$ cat config.mk
export PLATFORM = sky130hd
export DESIGN_NAME = bounding_box_merge_top
export DESIGN_NICKNAME = d
export VERILOG_FILES = /design/src/rtl/bbm_pkg.sv /design/src/rtl/bbm_store.sv /design/src/rtl/bbm_geom.sv /design/src/rtl/bounding_box_merge_top.sv
export SDC_FILE = /design/constraint.sdc
export NUM_CORES = 2
export LEC_CHECK = 0
export BUFFER_PORTS_ARGS = -buffer_cell sky130_fd_sc_hd__buf_2
export CORE_UTILIZATION = 45
export CTS_CLUSTER_DIAMETER = 80
export CTS_CLUSTER_SIZE = 8
export DETAILED_ROUTE_END_ITERATION = 8
export PLACE_DENSITY = 0.63
export SYNTH_ARGS = -nofsm -noshare
export SYNTH_HDL_FRONTEND = slang
export SYNTH_SLANG_ARGS = --single-unit
$ cat constraint.sdc
create_clock -name aclk -period 9.4 [get_ports aclk]
set_clock_uncertainty 0.05 [all_clocks]
set_input_delay 1.88 -clock aclk [delete_from_list [all_inputs] [get_ports aclk]]
set_output_delay 1.88 -clock aclk [all_outputs]
set_load 0.005 [all_outputs]
$ cat src/rtl/bbm_pkg.sv
// Package for the bounding box merge block: field widths, box record type
// and defaults. Used by every module of the block; depends on nothing.
`default_nettype none

package bbm_pkg;

    localparam int X_W      = 12;
    localparam int Y_W      = 12;
    localparam int W_W      = 13;
    localparam int H_W      = 13;
    localparam int PAD_W    = 10;
    localparam int BOX_W    = X_W + Y_W + W_W + H_W;       // 50
    localparam int DATA_W   = ((BOX_W + 7) / 8) * 8;        // 56
    // right/bottom edge of a box (coordinate + size)
    localparam int EDGE_W   = 14;
    // right/bottom edge of a padded box (coordinate + size + padding)
    localparam int SPAN_W   = 15;

    localparam int MAX_BOXES_DEF = 64;

    localparam logic [W_W-1:0] SIZE_SAT = {W_W{1'b1}};

    typedef struct packed {
        logic [H_W-1:0] h;
        logic [W_W-1:0] w;
        logic [Y_W-1:0] y;
        logic [X_W-1:0] x;
    } box_t;

    // result of comparing one stored pair
    typedef struct packed {
        logic hit;      // box a grown by the padding overlaps box b with positive area
        box_t joined;   // union bounding box of the pair
    } pair_res_t;

endpackage

`default_nettype wire

$ cat src/rtl/bbm_store.sv
// Box store: single-write, single-read synchronous memory with a registered
// read port. Depends on bbm_pkg for the box record.
`default_nettype none

module bbm_store #(
    parameter int DEPTH  = bbm_pkg::MAX_BOXES_DEF,
    parameter int ADDR_W = $clog2(DEPTH)
) (
    input  wire logic              aclk,
    input  wire logic              wr_en,
    input  wire logic [ADDR_W-1:0] wr_addr,
    input  wire bbm_pkg::box_t     wr_data,
    input  wire logic              rd_en,
    input  wire logic [ADDR_W-1:0] rd_addr,
    output bbm_pkg::box_t          rd_data
);

    bbm_pkg::box_t mem [DEPTH];
    bbm_pkg::box_t rd_data_reg;

    always_ff @(posedge aclk) begin
        if (wr_en) begin
            mem[wr_addr] <= wr_data;
        end
    end

    always_ff @(posedge aclk) begin
        if (rd_en) begin
            rd_data_reg <= mem[rd_addr];
        end
    end

    assign rd_data = rd_data_reg;

endmodule

`default_nettype wire

$ cat src/rtl/bbm_geom.sv
// Pair geometry: padded overlap test of box a against box b, and the union
// bounding box with size saturation. Depends on bbm_pkg.
`default_nettype none

module bbm_geom (
    input  wire bbm_pkg::box_t           box_a,
    input  wire bbm_pkg::box_t           box_b,
    input  wire logic [bbm_pkg::PAD_W-1:0] pad,
    output bbm_pkg::pair_res_t           res
);

    localparam int SW = bbm_pkg::SPAN_W;
    localparam int EW = bbm_pkg::EDGE_W;

    logic          a_empty, b_empty, a_pad_empty;
    logic [SW-1:0] ax_hi, ay_hi, bx_hi, by_hi, ax_lo, ay_lo;
    logic [EW-1:0] a_right, a_bottom, b_right, b_bottom;
    logic [EW-1:0] r_x, r_y, r_right, r_bottom, r_w, r_h;

    always_comb begin
        a_empty     = (box_a.w == '0) || (box_a.h == '0);
        b_empty     = (box_b.w == '0) || (box_b.h == '0);
        // padded box is degenerate only when padding is zero too
        a_pad_empty = ((box_a.w == '0) || (box_a.h == '0)) && (pad == '0);

        // padded a spans (x-pad, x+w+pad); test x+w+pad > bx and bx+bw+pad > ax
        ax_hi = SW'(box_a.x) + SW'(box_a.w) + SW'(pad);
        ay_hi = SW'(box_a.y) + SW'(box_a.h) + SW'(pad);
        bx_hi = SW'(box_b.x) + SW'(box_b.w) + SW'(pad);
        by_hi = SW'(box_b.y) + SW'(box_b.h) + SW'(pad);
        ax_lo = SW'(box_a.x);
        ay_lo = SW'(box_a.y);

        res.hit = !a_pad_empty && !b_empty
                  && (ax_hi > SW'(box_b.x)) && (bx_hi > ax_lo)
                  && (ay_hi > SW'(box_b.y)) && (by_hi > ay_lo);

        a_right  = EW'(box_a.x) + EW'(box_a.w);
        a_bottom = EW'(box_a.y) + EW'(box_a.h);
        b_right  = EW'(box_b.x) + EW'(box_b.w);
        b_bottom = EW'(box_b.y) + EW'(box_b.h);

        r_x      = (box_a.x < box_b.x) ? EW'(box_a.x) : EW'(box_b.x);
        r_y      = (box_a.y < box_b.y) ? EW'(box_a.y) : EW'(box_b.y);
        r_right  = (a_right > b_right)   ? a_right  : b_right;
        r_bottom = (a_bottom > b_bottom) ? a_bottom : b_bottom;
        r_w      = r_right - r_x;
        r_h      = r_bottom - r_y;

        if (a_empty) begin
            res.joined = box_b;
        end else if (b_empty) begin
            res.joined = box_a;
        end else begin
            res.joined.x = r_x[bbm_pkg::X_W-1:0];
            res.joined.y = r_y[bbm_pkg::Y_W-1:0];
            res.joined.w = (r_w > EW'(bbm_pkg::SIZE_SAT)) ? bbm_pkg::SIZE_SAT
                                                          : r_w[bbm_pkg::W_W-1:0];
            res.joined.h = (r_h > EW'(bbm_pkg::SIZE_SAT)) ? bbm_pkg::SIZE_SAT
                                                          : r_h[bbm_pkg::H_W-1:0];
        end
    end

endmodule

`default_nettype wire

$ cat src/rtl/bounding_box_merge_top.sv
// Top level of the bounding box merge block: stream ports, config register
// and the merge sequencer. Depends on bbm_pkg, bbm_store and bbm_geom.
`default_nettype none

// Boxes arrive one per item and are written into an on-chip store of
// MAX_BOXES entries; boxes past capacity are dropped and every result of
// that set carries overflow_flag. The item with tlast set closes the set
// and starts merging: the sequencer holds box i in a register and streams
// boxes i+1.. through the single read port of the store, one pair test per
// cycle after S_FETCH_I and S_LATCH_I start each row i. The first pair that
// overlaps (box i grown by merge_padding on every side) is replaced by its
// union, later entries move down one place, and the search restarts at
// row 0. With N boxes in the set, each merge removes one entry before the
// restart, so the whole merge phase is bounded by roughly N passes. Results
// then leave in order, each read from the store in S_EMIT_LD and offered in
// S_EMIT until the sink is ready; the last one carries tlast. No item is
// accepted between the closing item and the last result. merge_padding may
// be written only while the block is idle; its channel is always ready. The
// store needs no clearing after reset.
module bounding_box_merge_top #(
    parameter int MAX_BOXES = bbm_pkg::MAX_BOXES_DEF
) (
    input  wire logic                       aclk,
    input  wire logic                       aresetn,
    // input boxes
    input  wire logic                       s_tvalid,
    output logic                            s_tready,
    // [11:0] box_x, [23:12] box_y, [36:24] box_width, [49:37] box_height
    input  wire logic [bbm_pkg::DATA_W-1:0] s_tdata,
    input  wire logic                       s_tlast,    // is_last_box
    // merged boxes
    output logic                            m_tvalid,
    input  wire logic                       m_tready,
    // [11:0] out_x, [23:12] out_y, [36:24] out_width, [49:37] out_height
    output logic [bbm_pkg::DATA_W-1:0]      m_tdata,
    output logic                            m_tlast,    // is_last_result
    output logic                            m_tuser,    // [0] overflow_flag
    // merge_padding register write
    input  wire logic                       cfg_valid,
    output logic                            cfg_ready,
    input  wire logic [bbm_pkg::PAD_W-1:0]  cfg_data
);

    localparam int ADDR_W = $clog2(MAX_BOXES);
    localparam int CNT_W  = $clog2(MAX_BOXES + 1);
    localparam logic [CNT_W-1:0] CNT_MAX = CNT_W'(MAX_BOXES);
    localparam logic [CNT_W-1:0] CNT_ONE = CNT_W'(1);
    localparam logic [CNT_W-1:0] CNT_TWO = CNT_W'(2);

    typedef enum logic [6:0] {
        S_LOAD    = 7'b0000001,  // taking boxes
        S_FETCH_I = 7'b0000010,  // read box i, or finish merging
        S_LATCH_I = 7'b0000100,  // hold box i, read box i+1
        S_TEST    = 7'b0001000,  // test box i against box j
        S_SHIFT   = 7'b0010000,  // close the gap left by box j
        S_EMIT_LD = 7'b0100000,  // result data arriving from store
        S_EMIT    = 7'b1000000   // result offered on the master side
    } state_t;

    state_t               state_reg, state_next;
    logic [CNT_W-1:0]     count_reg, count_next;
    logic                 ovf_reg, ovf_next;
    logic [bbm_pkg::PAD_W-1:0] pad_reg;
    logic [CNT_W-1:0]     i_reg, i_next;
    logic [CNT_W-1:0]     j_reg, j_next;
    logic [CNT_W-1:0]     k_reg, k_next;
    bbm_pkg::box_t        box_i_reg, box_i_next;
    bbm_pkg::box_t        out_box_reg, out_box_next;
    logic                 out_last_reg, out_last_next;

    // store access
    logic                 wr_en, rd_en;
    logic [CNT_W-1:0]     wr_idx, rd_idx;
    bbm_pkg::box_t        wr_data, rd_data, in_box;
    bbm_pkg::pair_res_t   pair;

    logic                 s_fire, m_fire;

    assign in_box   = bbm_pkg::box_t'(s_tdata[bbm_pkg::BOX_W-1:0]);
    assign s_tready = (state_reg == S_LOAD);
    assign s_fire   = s_tvalid && s_tready;
    assign m_tvalid = (state_reg == S_EMIT);
    assign m_fire   = m_tvalid && m_tready;
    assign m_tdata  = {{(bbm_pkg::DATA_W - bbm_pkg::BOX_W){1'b0}}, out_box_reg};
    assign m_tlast  = out_last_reg;
    assign m_tuser  = ovf_reg;
    assign cfg_ready = 1'b1;

    bbm_store #(
        .DEPTH  (MAX_BOXES),
        .ADDR_W (ADDR_W)
    ) u_store (
        .aclk    (aclk),
        .wr_en   (wr_en),
        .wr_addr (wr_idx[ADDR_W-1:0]),
        .wr_data (wr_data),
        .rd_en   (rd_en),
        .rd_addr (rd_idx[ADDR_W-1:0]),
        .rd_data (rd_data)
    );

    bbm_geom u_geom (
        .box_a (box_i_reg),
        .box_b (rd_data),
        .pad   (pad_reg),
        .res   (pair)
    );

    always_comb begin
        state_next    = state_reg;
        count_next    = count_reg;
        ovf_next      = ovf_reg;
        i_next        = i_reg;
        j_next        = j_reg;
        k_next        = k_reg;
        box_i_next    = box_i_reg;
        out_box_next  = out_box_reg;
        out_last_next = out_last_reg;
        wr_en         = 1'b0;
        wr_idx        = count_reg;
        wr_data       = in_box;
        rd_en         = 1'b0;
        rd_idx        = i_reg;

        unique case (state_reg)
            S_LOAD: begin
                if (s_fire) begin
                    if (count_reg < CNT_MAX) begin
                        wr_en      = 1'b1;
                        count_next = count_reg + CNT_ONE;
                    end else begin
                        ovf_next = 1'b1;
                    end
                    if (s_tlast) begin
                        i_next     = '0;
                        state_next = S_FETCH_I;
                    end
                end
            end
            S_FETCH_I: begin
                rd_en = 1'b1;
                if (i_reg + CNT_ONE >= count_reg) begin
                    // no pair left to test: start output at entry 0
                    rd_idx     = '0;
                    k_next     = '0;
                    state_next = S_EMIT_LD;
                end else begin
                    rd_idx     = i_reg;
                    state_next = S_LATCH_I;
                end
            end
            S_LATCH_I: begin
                box_i_next = rd_data;
                rd_en      = 1'b1;
                rd_idx     = i_reg + CNT_ONE;
                j_next     = i_reg + CNT_ONE;
                state_next = S_TEST;
            end
            S_TEST: begin
                if (pair.hit) begin
                    wr_en   = 1'b1;
                    wr_idx  = i_reg;
                    wr_data = pair.joined;
                    if (j_reg + CNT_ONE < count_reg) begin
                        rd_en      = 1'b1;
                        rd_idx     = j_reg + CNT_ONE;
                        k_next     = j_reg;
                        state_next = S_SHIFT;
                    end else begin
                        count_next = count_reg - CNT_ONE;
                        i_next     = '0;
                        state_next = S_FETCH_I;
                    end
                end else if (j_reg + CNT_ONE < count_reg) begin
                    rd_en  = 1'b1;
                    rd_idx = j_reg + CNT_ONE;
                    j_next = j_reg + CNT_ONE;
                end else begin
                    i_next     = i_reg + CNT_ONE;
                    state_next = S_FETCH_I;
                end
            end
            S_SHIFT: begin
                // rd_data holds entry k+1
                wr_en   = 1'b1;
                wr_idx  = k_reg;
                wr_data = rd_data;
                if (k_reg + CNT_TWO < count_reg) begin
                    rd_en  = 1'b1;
                    rd_idx = k_reg + CNT_TWO;
                    k_next = k_reg + CNT_ONE;
                end else begin
                    count_next = count_reg - CNT_ONE;
                    i_next     = '0;
                    state_next = S_FETCH_I;
                end
            end
            S_EMIT_LD: begin
                out_box_next  = rd_data;
                out_last_next = (k_reg + CNT_ONE == count_reg);
                state_next    = S_EMIT;
            end
            S_EMIT: begin
                if (m_fire) begin
                    if (out_last_reg) begin
                        count_next = '0;
                        ovf_next   = 1'b0;
                        state_next = S_LOAD;
                    end else begin
                        rd_en      = 1'b1;
                        rd_idx     = k_reg + CNT_ONE;
                        k_next     = k_reg + CNT_ONE;
                        state_next = S_EMIT_LD;
                    end
                end
            end
            default: begin
                state_next = S_LOAD;
            end
        endcase
    end

    always_ff @(posedge aclk) begin
        if (!aresetn) begin
            state_reg    <= S_LOAD;
            count_reg    <= '0;
            ovf_reg      <= 1'b0;
            pad_reg      <= '0;
            out_last_reg <= 1'b0;
        end else begin
            state_reg    <= state_next;
            count_reg    <= count_next;
            ovf_reg      <= ovf_next;
            out_last_reg <= out_last_next;
            if (cfg_valid && cfg_ready) begin
                pad_reg <= cfg_data;
            end
        end
    end

    always_ff @(posedge aclk) begin
        i_reg       <= i_next;
        j_reg       <= j_next;
        k_reg       <= k_next;
        box_i_reg   <= box_i_next;
        out_box_reg <= out_box_next;
    end

    // store never holds more boxes than it has entries
    assert property (@(posedge aclk) disable iff (!aresetn)
        count_reg <= CNT_MAX)
        else $error("box count above capacity");

    // overflow is raised only by an item arriving at a full store
    assert property (@(posedge aclk) disable iff (!aresetn)
        $rose(ovf_reg) |-> $past(s_fire) && ($past(count_reg) == CNT_MAX))
        else $error("overflow set without a full store");

    // a set never ends empty, and results only come from stored boxes
    assert property (@(posedge aclk) disable iff (!aresetn)
        m_tvalid |-> (count_reg != '0) && (k_reg < count_reg))
        else $error("result offered from an empty or short store");

    // the final result empties the set and reopens the input
    assert property (@(posedge aclk) disable iff (!aresetn)
        m_fire && m_tlast |=> s_tready && (count_reg == '0) && !ovf_reg)
        else $error("set not cleared after final result");

    // no read of an entry in the cycle it is written
    assert property (@(posedge aclk) disable iff (!aresetn)
        wr_en && rd_en |-> wr_idx != rd_idx)
        else $error("store read and write collide");

endmodule

`default_nettype wire
==> Word-level counts from Yosys, hierarchy flattened <==
Memories as Yosys holds them, arrays and structs flattened. A register that Yosys moved wholly into a read port is not among the register bits.
Cells that the tools add are included.
{ "op_classes": {"reduce_logical": 29, "add_sub_neg": 20, "mux": 69, "n_lt_le_gt_ge": 14, "eq_ne": 23} }
{ "op_table": {"columns": ["operator", "n"], "rows": [
  ["$mux W7", 27],
  ["$mux W50", 3],
  ["$add A12 B13 Y14", 8],
  ["$pmux W50 S2", 1],
  ["$add A15 B10 Y15", 4],
  ["$gt A15 B12 Y1", 4],
  ["$pmux W7 S4", 2],
  ["$logic_not A13 Y1", 4],
  ["$pmux W7 S7", 1],
  ["$mux W6", 8],
  ["$pmux W6 S5", 1],
  ["$add A7 B1 Y7 const B", 4],
  ["$gt A14 B13 Y1 const B", 2],
  ["$gt A14 B14 Y1", 2],
  ["$mux W14", 2],
  ["$sub A14 B14 Y14", 2],
  ["$mux W13", 2],
  ["$lt A12 B12 Y1", 2],
  ["$mux W12", 2],
  ["$pmux W7 S3", 1],
  ["$ne A2 B2 Y1 const B", 9],
  ["$reduce_and A5 Y1", 3],
  ["$lt A7 B7 Y1", 2],
  ["$pmux W7 S2", 1],
  ["other kinds (31)", 58]
]} }
{ "word_totals": {"ram_bits": 3200, "ff_bits": 147, "memories": 1, "out_inout_bits": 61} }
{ "memory_table": {"columns": ["name", "depth", "width", "rd", "rd_ports_with_merged_regs", "wr", "line", "rtl"], "rows": [
  ["u_store.mem", 64, 50, 1, 1, 1, "bbm_store.sv:18", "bbm_pkg::box_t mem [DEPTH];"]
]} }

==> Logic depth before layout (Yosys ltp) <==
{ "depth": {"ltp_word": 13, "mapped_depth": 33} }

==> Cells and area by module <==
Synthesis repeated with hierarchy kept, for this count alone.
{ "hier_totals": {"hier_cells": 7381, "hier_area_um2": 140584.8} }
{ "modules_own_cells": {"columns": ["mod", "n_inst", "area_per_inst_um2", "seq_area_each_um2", "cells_per_inst"], "rows": [
  ["bbm_store", 1, 123450.9, 97593.6, 5457],
  ["bbm_geom", 1, 9628.0, 0.0, 1227],
  ["bounding_box_merge_top", 1, 7505.9, 4154.0, 697]
]} }

==> Worst setup path before layout <==
Ideal clock, no wire load.
{ "synth_path": {"path_type": "register -> register", "start": "reg, netlist name u_store.rd_data[12]", "end": "mem u_store.mem[0][49] (netlist name) (data pin)", "slack_ns": -0.178, "stages_incl_launch_ff": 33, "synth_period_minus_slack_ns": 9.578, "path_buffers": 2, "t_arrival_ns": 8.827, "setup_ns": 0.702, "cell_sequence": "edfxtp_1 > ha_1 > fa_1 > a21o_1 > a21oi_1 > xnor2_1 > inv_1 > ha_1 > a21o_1 > a211oi_1 > o21ai_0 > maj3_1 > maj3_1 > a21oi_1 > or2_1 > buf_4 > clkbuf_1 > nor2_1 > a21oi_1 > ha_1 > inv_1 > fa_1 > a21o_1 > a21oi_1 > nor2b_1 > o21a_1 > o21a_1 > or2_2 > a21o_1 > o21bai_1 > or4_1 > a21boi_0 > o21ai_0"} }
{ "synth_lines": {"columns": ["element", "line"], "rows": [
  ["end, declared", "bbm_store.sv:18"]
]} }

==> Worst setup path after layout <==
{ "layout_path": {"start": "reg, netlist name u_store.rd_data[37]", "end": "mem u_store.mem[59][32] (netlist name), enable pin"} }
{ "layout_via": {"elab_chain_cells": 12, "word_cells_on_any_way": 17, "classes_between": "2 x add/sub; 1 x order compare; 6 x mux; 8 x reduce/logical"} }
{ "layout_lines": {"columns": ["element", "line", "rtl"], "rows": [
  ["parallel branches: the longest is 7 deep, another holds $add A15 B10 Y15", null, null],
  ["$logic_and A1 B1 Y1 *", "bbm_geom.sv:36", "&& (ay_hi > SW'(box_b.y)) && (by_hi > ay_lo);"],
  ["$mux W1", "bounding_box_merge_top.sv:160", "if (pair.hit) begin"],
  ["$pmux W1 S3", "bounding_box_merge_top.sv:125", "unique case (state_reg)"],
  ["$mux W1", "bbm_store.sv:22", "if (wr_en) begin"],
  ["$mux W1 (not written as such)", "bbm_store.sv:23", "mem[wr_addr] <= wr_data;"]
]} }
Every way passes the cells marked *.

==> out/metrics.yaml <==
post-dp-hpwl_um: 279000
cts-root-buf: "clkbuf_16"
final_max_slew_viol_count: 0
final_nets: 11500
reg2reg_from: "u_store.rd_data[37]"
ys_top_cells_by_area: "edfxtp_1, nand2_1, mux2i_1"
dpl.cell_count: 14900
critPathMaxStageDelay_ns: 0.86
synthFlopType: "edfxtp_1"
start_util_pct: 45.4
synth_warnings: 0
largest_reg_flops: 3200
cp_common_cell: "o21ai_0"
fillCellCount: 25600
grt_usage_pct: 29.5
gp_congestion: 0.922
totalPowerFinal_mw: 39.7
cp-start-kind: "register"
io_pins: 133
endpoint_kind: "register"
grt_pass1_wl_um: 680000
drt_wl_total_um: 486000
synth.cell_area_sq_um: 143000
period_minus_slack_ns: 9.08
syn_avg_cell_area_sq_um: 13.2
synth-edff-count: 3371
drt_first_pass_iters: 8
cts.path.max_buffers: 4
cts_buffers: 468
max_cap_violations: 0
drc: 0
clk_pin_slew_worst_paths_ns: 0.06
regMostFlops: "u_store.mem"
slew_headroom_pct: 15.3
ys_ff_latch: 3397
fp.dieH_um: 566
critical_path_class: "reg -> reg"
vdd_drop_max_mv: 0.178
portBuffers: 119
layout_commonest_cell: "edfxtp_1"
p_leak_nw: 57.3
hold_viol: 0
cts_htree_levels: 5
rsz0062_at_grt: "no"
worstPathMaxFanout: 28
synth-seq-area-share_pct: 71.0
vias: 97600
antenna_left: 0
status: "finished, final reports clean"
netlist.area_leader.share_pct: 70.6
fin_cells: 15400
cp.buffers_inverters: 2
die_area_sq_um: 321000
rows: 206
antenna_found_initial: 32
dpl_worst_slack_ns: 0.543
grt_max_degree: 152
worstSetupStartpoint: "u_store.rd_data[37]"
cp_top_family: "compound AO/OA/AOI/OAI gates"
async_flop_share_pct: 0
cts_tree: "yes"
period_share_pct: 96.6
fmax_ghz: 0.110
layout_common_cells: "edfxtp_1, nand2_1, nand3_1"
wl_per_cell_um: 31.5
ys_types: 98
setup_violations: 0
crit_arrival_ns: 9.54
yosysTopAreaCell: "edfxtp_1"
holdCritStartpoint: "m_tuser"
crit_slowest_cell: "mux2i_1"
power_density_nw_per_um2: 241
hold_path_class: "reg -> reg"
required_ns: 9.86
die_w_um: 566
core-area_sq_um: 316000
grt.overflow.total: 0
grt_pass1_vias: 91800
post_cts_buffers: 0
drive_gt1_share_pct: 10.7
final.setup.worst_slack_ns: 0.320
syn_to_final_growth_pct: 14.9
clkSinkCount: 3397
clk_latency_ns: 0.94
hold_buffers: 0
drt_iter0_drc: 14200
vias_per_cell: 6.33
fin_tns_setup_ns: 0
cts_resized: 0
synthCells: 10800
max_slew.worst_pin.slew_ns: 1.27
[cells by family (layout without fill, tap and decap cells)]
| group | Yosys count | count (layout) | synth area share [%] |
|---|---|---|---|
| AOI/OAI and AO/OA | 1749 | 1749 | 8.02 |
| other | 2 | 21 | 0.00524 |
| adders and majority gates | 247 | 247 | 2.21 |
| DFF | 3397 | 3397 | 71.0 |
| and+or+nand+nor | 4080 | 4080 | 12.4 |
| xor gates and xnor gates | 123 | 123 | 0.761 |
| muxes | 465 | 465 | 3.26 |
| buffers and inverters | 783 | 1182 | 2.32 |
[final timing paths]
kind / end / slack (ns) / cells after the start
max: u_store.mem[59][32] / 0.32 / 26
min: m_tuser / 0.45 / 1
max reg2reg: u_store.mem[59][32] / 0.32 / 26
min reg2reg: m_tuser / 0.45 / 1
[synth_stat cells, types with 24 or more instances]
| master | instances |
|---|---|
| o21ai_0 | 241 |
| buf_2 | 199 |
| a211oi_1 | 31 |
| clkbuf_1 | 348 |
| nand3_1 | 692 |
| nor2_1 | 188 |
| ha_1 | 231 |
| buf_1 | 60 |
| a311oi_1 | 89 |
| o41ai_1 | 26 |
| a32oi_1 | 34 |
| dfxtp_1 | 26 |
| a21oi_1 | 583 |
| o22ai_1 | 129 |
| xor2_1 | 32 |
| buf_4 | 30 |
| o211ai_1 | 27 |
| inv_1 | 143 |
| nor2b_1 | 39 |
| mux2i_1 | 456 |
| nand4_1 | 118 |
| edfxtp_1 | 3371 |
| a31oi_1 | 138 |
| a21o_1 | 51 |
| xnor2_1 | 90 |
| nand2b_1 | 29 |
| nand2_1 | 2514 |
| o221ai_1 | 141 |
| a22oi_1 | 24 |
| and3_1 | 137 |
| nor4_1 | 51 |
| o21a_1 | 24 |
| nor3_1 | 211 |
[where the power goes]
group | total [mW] | leakage [nW] | internal (mW) | switching [mW]
clock network | 14.8 | 6.04 | 8.86 | 5.94
registers | 17.2 | 30.5 | 17.1 | 0.105
logic | 7.65 | 20.8 | 2.12 | 5.52
total | 39.7 | 57.3 | 28.1 | 11.6
[per-layer routing]
layer  vias up  GRT usage, %  share of wire [%]
met5         -             0              0.021
met4        16          10.6                3.8
met3       959          7.18                 12
met2      6087          46.3                 46
met1     49200          40.0                 38
li1      41300             -                  -
[final cells by class]
| type | count | area (sq um) | area share (%) |
|---|---|---|---|
| antenna | 14 | 35.0 | 0.0213 |
| clock buffer | 519 | 12000 | 7.29 |
| clock inverter | 19 | 377 | 0.229 |
| inverter | 143 | 537 | 0.326 |
| multi-input combinational | 6671 | 39300 | 23.9 |
| sequential | 3397 | 102000 | 61.8 |
| tap | 4160 | 5200 | 3.16 |
| timing repair buffer | 501 | 5350 | 3.25 |
[per-stage QoR]
step / hold slack (ns) / utilization, % / instance area (sq um)
global route: 0.480 / 52.1 / 165000
detailed placement: 0.434 / 48.2 / 152000
global placement: 0.437 / 48.2 / 152000
finish: 0.448 / 52.1 / 165000
CTS: 0.447 / 52.1 / 165000
floorplan: 0.393 / - / 143000
[worst reg2reg max path: stages (launching register included)]
cell and delay [ns]:
edfxtp_1 0.42, ha_1 0.25, fa_1 0.44, a211oi_2 0.28
o21ai_0 0.23, a21o_1 0.25, xnor2_1 0.68, inv_1 0.11
ha_1 0.34, o21ai_0 0.30, o21ai_0 0.15, a31oi_1 0.26
nor2_1 0.09, xnor2_1 0.14, ha_1 0.34, nand3_1 0.10
nor2_1 0.16, a21oi_1 0.09, o21ai_0 0.14, nand4_1 0.13
mux2i_1 0.86, nor4_4 0.13, and3_1 0.39, o311ai_4 0.50
nand3_1 0.70, nor3_2 0.38, buf_4 0.74
(Power assumes the default switching activity.)
